`config.mk`:
```
export PLATFORM = sky130hd
export DESIGN_NAME = segaabb_prep
export DESIGN_NICKNAME = d
export VERILOG_FILES = /design/src/rtl/segaabb_pkg.sv /design/src/rtl/segaabb_prep.sv
export SDC_FILE = /design/constraint.sdc
export NUM_CORES = 2
export LEC_CHECK = 0
export BUFFER_PORTS_ARGS = -buffer_cell sky130_fd_sc_hd__buf_2
export CAP_MARGIN = 0
export CORE_AREA = 2 2 388 390
export CTS_CLUSTER_DIAMETER = 80
export DETAILED_ROUTE_END_ITERATION = 7
export DIE_AREA = 0 0 390 392
export GPL_TIMING_DRIVEN = 0
export HOLD_SLACK_MARGIN = 0.03
export SYNTH_ARGS = -nofsm -noshare
export SYNTH_HDL_FRONTEND = slang
export SYNTH_SLANG_ARGS = --single-unit
```
`constraint.sdc`:
```
create_clock -name clk -period 7.49 [get_ports clk]
set_clock_uncertainty 0.15 [all_clocks]
set_input_delay 0 -clock clk [delete_from_list [all_inputs] [get_ports clk]]
set_output_delay 0 -clock clk [all_outputs]
set_load 0.03 [all_outputs]
```
`src/rtl/segaabb_pkg.sv`:
```
`timescale 1ns / 1ps

package segaabb_pkg;

    // Port width of every coordinate field
    localparam int IN_WIDTH    = 32;
    // Bits of each coordinate that take part in the test (sign-extended from the top one)
    localparam int COORD_WIDTH = 32;
    localparam int EPS_WIDTH   = 8;
    localparam logic [EPS_WIDTH-1:0] EPS_RESET = EPS_WIDTH'(1);

    typedef logic [IN_WIDTH-1:0]               in_t;
    typedef logic [EPS_WIDTH-1:0]              eps_t;
    typedef logic signed [COORD_WIDTH-1:0]     coord_t;
    // Doubled midpoint offset: sum of four coordinates
    typedef logic signed [COORD_WIDTH+1:0]     mid_t;
    // Doubled direction and doubled box extent: difference of two coordinates
    typedef logic signed [COORD_WIDTH:0]       dir_t;
    typedef logic signed [COORD_WIDTH:0]       ext_t;
    // Absolute direction plus epsilon term, kept signed for the multipliers
    typedef logic signed [COORD_WIDTH+2:0]     adir_t;
    // World-axis compare width
    typedef logic signed [COORD_WIDTH+3:0]     wcmp_t;
    // Full-width products
    typedef logic signed [2*COORD_WIDTH+2:0]   pmd_t;
    typedef logic signed [2*COORD_WIDTH+3:0]   pea_t;
    // Cross-axis compare width
    typedef logic signed [2*COORD_WIDTH+4:0]   xcmp_t;

    // Per-stage load enables from the pipeline control
    typedef struct packed {
        logic s1;
        logic s2;
        logic s3;
        logic s4;
        logic s5;
    } stage_en_t;

    // Low COORD_WIDTH bits of a field, sign-extended
    function automatic coord_t coord(input in_t v);
        return coord_t'($signed(v));
    endfunction

endpackage

```
`src/rtl/segaabb_prep.sv`:
```
`timescale 1ns / 1ps

module segaabb_prep (
    input  logic                  clk,
    input  segaabb_pkg::stage_en_t en,
    input  segaabb_pkg::in_t      seg_s [3],
    input  segaabb_pkg::in_t      seg_e [3],
    input  segaabb_pkg::in_t      bmin  [3],
    input  segaabb_pkg::in_t      bmax  [3],
    input  segaabb_pkg::eps_t     eps,
    output segaabb_pkg::mid_t     m_out [3],
    output segaabb_pkg::dir_t     d_out [3],
    output segaabb_pkg::ext_t     e_out [3],
    output segaabb_pkg::adir_t    a_out [3],
    output logic                  wsep
);
    import segaabb_pkg::*;

    mid_t  m1_reg [3];
    mid_t  m1_next [3];
    dir_t  d1_reg [3];
    dir_t  d1_next [3];
    ext_t  e1_reg [3];
    ext_t  e1_next [3];

    mid_t  m2_reg [3];
    dir_t  d2_reg [3];
    ext_t  e2_reg [3];
    adir_t a2_reg [3];
    adir_t a2_next [3];
    logic  wsep2_reg;
    logic  wsep2_next;

    wcmp_t absm  [3];
    wcmp_t absd  [3];
    wcmp_t lim   [3];
    adir_t eps2;

    // Stage 1: doubled midpoint offset, direction and extent per axis
    always_comb
    begin
        for (int k = 0; k < 3; k++)
        begin
            m1_next[k] = mid_t'(coord(seg_s[k])) + mid_t'(coord(seg_e[k]))
                       - mid_t'(coord(bmin[k])) - mid_t'(coord(bmax[k]));
            d1_next[k] = dir_t'(coord(seg_e[k])) - dir_t'(coord(seg_s[k]));
            e1_next[k] = ext_t'(coord(bmax[k])) - ext_t'(coord(bmin[k]));
        end
    end

    always_ff @(posedge clk)
    begin
        if (en.s1)
        begin
            m1_reg <= m1_next;
            d1_reg <= d1_next;
            e1_reg <= e1_next;
        end
    end

    // Stage 2: world-axis tests and padded absolute directions
    always_comb
    begin
        eps2 = adir_t'({eps, 1'b0});
        wsep2_next = 1'b0;
        for (int k = 0; k < 3; k++)
        begin
            absm[k] = (m1_reg[k] < 0) ? -wcmp_t'(m1_reg[k]) : wcmp_t'(m1_reg[k]);
            absd[k] = (d1_reg[k] < 0) ? -wcmp_t'(d1_reg[k]) : wcmp_t'(d1_reg[k]);
            lim[k]  = wcmp_t'(e1_reg[k]) + absd[k];
            if (absm[k] > lim[k])
            begin
                wsep2_next = 1'b1;
            end
            a2_next[k] = adir_t'(absd[k]) + eps2;
        end
    end

    always_ff @(posedge clk)
    begin
        if (en.s2)
        begin
            m2_reg    <= m1_reg;
            d2_reg    <= d1_reg;
            e2_reg    <= e1_reg;
            a2_reg    <= a2_next;
            wsep2_reg <= wsep2_next;
        end
    end

    assign m_out = m2_reg;
    assign d_out = d2_reg;
    assign e_out = e2_reg;
    assign a_out = a2_reg;
    assign wsep  = wsep2_reg;

endmodule

```
==> impl_metrics.json <==
{
  "status": "finished, final reports clean",
  "hp-class": "in2reg",
  "cts.sinks": 703,
  "yosys.area.top_type": "edfxtp_1",
  "clockBufferDepth": 3,
  "syn_inst": 5415,
  "tns_ns": 0,
  "start_kind": "flop",
  "setup_viol": 0,
  "start_util": 0.378,
  "hold_slack_ns": 0.0597,
  "hold_violations": 0,
  "ys_seq_elements": 703,
  "dr_total_vias": 48115,
  "die_h_um": 392,
  "antenna_left": 0,
  "final.min_clock_period_ns": 7.33,
  "dp_cells": 8184,
  "grt_antenna_before_repair": 53,
  "cts_tree": "yes",
  "cts_made_buffers": 88,
  "power_switching_mw": 9.82,
  "drive_gt1_frac": 0.157,
  "synth_warnings": 0,
  "grt_pass1_wl_um": 309000,
  "synth_edf_count": 703,
  "crit_type": "reg2reg",
  "drtIter0Drc": 3399,
  "dp.final_hpwl_um": 176000,
  "io_buffers": 800,
  "track_usage": 0.272,
  "crit_path_end_kind": "flop",
  "grt_pass1_vias": 48563,
  "drt_wl_total_um": 214000,
  "synth_async_sr_flop_share": 0,
  "synth_common_cells": "703 x edfxtp_1, 630 x ha_1, 527 x inv_1, 431 x xnor2_1, 417 x a21oi_1",
  "arrival_ns": 7.60,
  "grt_start_max_net_pins": 110,
  "area_delta_synth_final_pct": 29.2,
  "intPower_mw": 13.1,
  "place_congestion": 0.974,
  "drc": 0,
  "p_clk_frac": 0.189,
  "avgSynthCellArea_um2": 10.4,
  "final_cells": 8991,
  "synthXorXnorAreaFrac": 0.0944,
  "cellPowerDensity_nw_per_um2": 315,
  "synth_area_leaders": "edfxtp_1 37%, ha_1 14%, fa_1 7.4%",
  "wire_per_inst_um": 23.8,
  "drv_slew": 0,
  "io_pins": 804,
  "clk_pin_slew_ns": 0.07,
  "p_comb_frac": 0.517,
  "root_buffer": "clkbuf_16",
  "synth-compound-area-share": 0.159,
  "crit_required_ns": 7.76,
  "grt_overflow_total": 0,
  "syn_area_um2": 56300,
  "finalCritPeriodShare": 0.979,
  "seqPwrFrac": 0.294,
  "synth_top_family_by_area": "adder cells",
  "fp-row-count": 142,
  "die-width_um": 390,
  "ys_types": 98,
  "nets": 8196,
  "maxCapViolCount": 0,
  "synth_seq_area_share": 0.375,
  "slew_headroom": 0.157,
  "synth_fa_ha_area_frac": 0.214,
  "vdd_drop_max_v": 0.000201,
  "critPathMaxFanout": 6,
  "die_area_um2": 153000,
  "synth_most_common_cell": "edfxtp_1",
  "ys.flop_type": "edfxtp_1",
  "synth_top_area_frac": 0.375,
  "htree_levels": 3,
  "synth_simple_gate_area_frac": 0.116,
  "insertion_delay_ns": 0.69,
  "worstMarginPinSlew_ns": 1.23,
  "p_leak_nw": 31.3,
  "core_um2": 149000,
  "synth.area.mux_share": 0.00164,
  "switching_share": 0.429,
  "first_pass_iters": 6,
  "utilization": 0.489,
  "timing.fmax_mhz": 136,
  "viasPerCell": 5.35
}
==> repair_timing <==
item                       in CTS  in global routing
setup endpoints to repair       1                  1
buffers inserted               10                 14
pin swaps                       3                  7
gates cloned                    0                  0
hold endpoints to repair      533                  0
gates resized for setup        39                 60
hold buffers                  618                  0
==> per-layer routing <==
metal	vias up	track usage	part of all wire
met5	-	0	0.0016
met4	54	0.138	0.055
met3	447	0.0524	0.068
met2	1636	0.454	0.47
met1	23194	0.336	0.41
li1	22784	-	-
==> critical path, stage by stage (launching register included) <==
cell,delay (ns)
edfxtp_1,0.42
inv_1,0.16
ha_4,0.20
or4b_2,0.59
or4_4,0.51
o21ai_2,0.18
xnor2_2,0.16
ha_2,0.33
a21o_1,0.20
a21o_1,0.19
a221oi_2,0.31
o21ai_0,0.13
a21o_1,0.23
a221o_1,0.33
a21oi_2,0.20
o21ai_0,0.12
xnor2_1,0.15
ha_1,0.29
nand4_1,0.14
nor2_2,0.16
nand2_1,0.12
or3_4,0.45
o221ai_1,0.23
a221oi_1,0.11
xor2_2,0.22
o21a_2,0.21
or4_1,0.56
==> area by class of cell <==
cell class              instances  area [um^2]
multi-input cells            4120        33400
plain buffers                  69          292
fillers                     13866        76100
clock buffers                  98         2240
inverters                     529         1990
clock inverters                62          642
repair buffers               1450        10600
well taps                    1944         2430
flip-flops and latches        703        21100
diodes                         16         40.0
==> placed cells by master (no fill, tap or decap), types with 79 or more instances in the layout <==
master         instances
a21o_1               187
a21oi_1              413
buf_2                803
clkbuf_16             88
dlygate4sd3_1        618
edfxtp_1             703
fa_1                 207
ha_1                 622
inv_1                526
nand2_1              276
nand3_1               96
nor2_1               292
nor3_1               101
o21ai_0              235
o21bai_1              79
xnor2_1              420
xor2_1               171
==> metrics by stage <==
| stage | power [mW] | worst slack, ns | cell area (um^2) |
|---|---|---|---|
| 2_1_floorplan | 14.1 | 1.01 | 56400 |
| 3_3_place_gp | 17.6 | -1.50 | 62800 |
| 3_5_place_dp | 17.7 | -1.62 | 63000 |
| 4_1_cts | 22.8 | 0.00524 | 72300 |
| 5_1_grt | 24.4 | -0.0788 | 72700 |
| 6_report | 22.9 | 0.158 | 72700 |
==> kinds of logic (layout without fill, tap and decap cells) <==
family	count (synthesis)	in the layout
AO/OA/AOI/OAI	1385	1385
XOR/XNOR	606	606
adder cells (fa/ha/maj)	837	837
buffers and inverters	609	2208
flip-flops	703	703
multiplexers	9	9
other	1	34
AND/OR/NAND/NOR	1265	1265
==> power by group through the flow <==
stage                     Combinational [mW]  Clock, mW  Sequential [mW]
after global routing                    13.0       4.57             6.80
after global placement                  10.8          0             6.83
final                                   11.8       4.34             6.73
after CTS                               11.6       4.44             6.72
after detailed placement                10.9          0             6.79
after floorplan                         7.08          0             6.98
==> path summary, 6_finish.rpt <==
path / cells after the start / slack, ns / end / startpoint
hold / removal: 5 / 0.06 / e1_reg[76] / bmax[73]
setup reg to reg: 26 / 0.16 / wsep / d1_reg[1]
setup / recovery: 26 / 0.16 / wsep / d1_reg[1]
hold reg to reg: 0 / 0.29 / d_out[80] / d1_reg[80]
No activity file was read; power rests on OpenSTA's default activity.
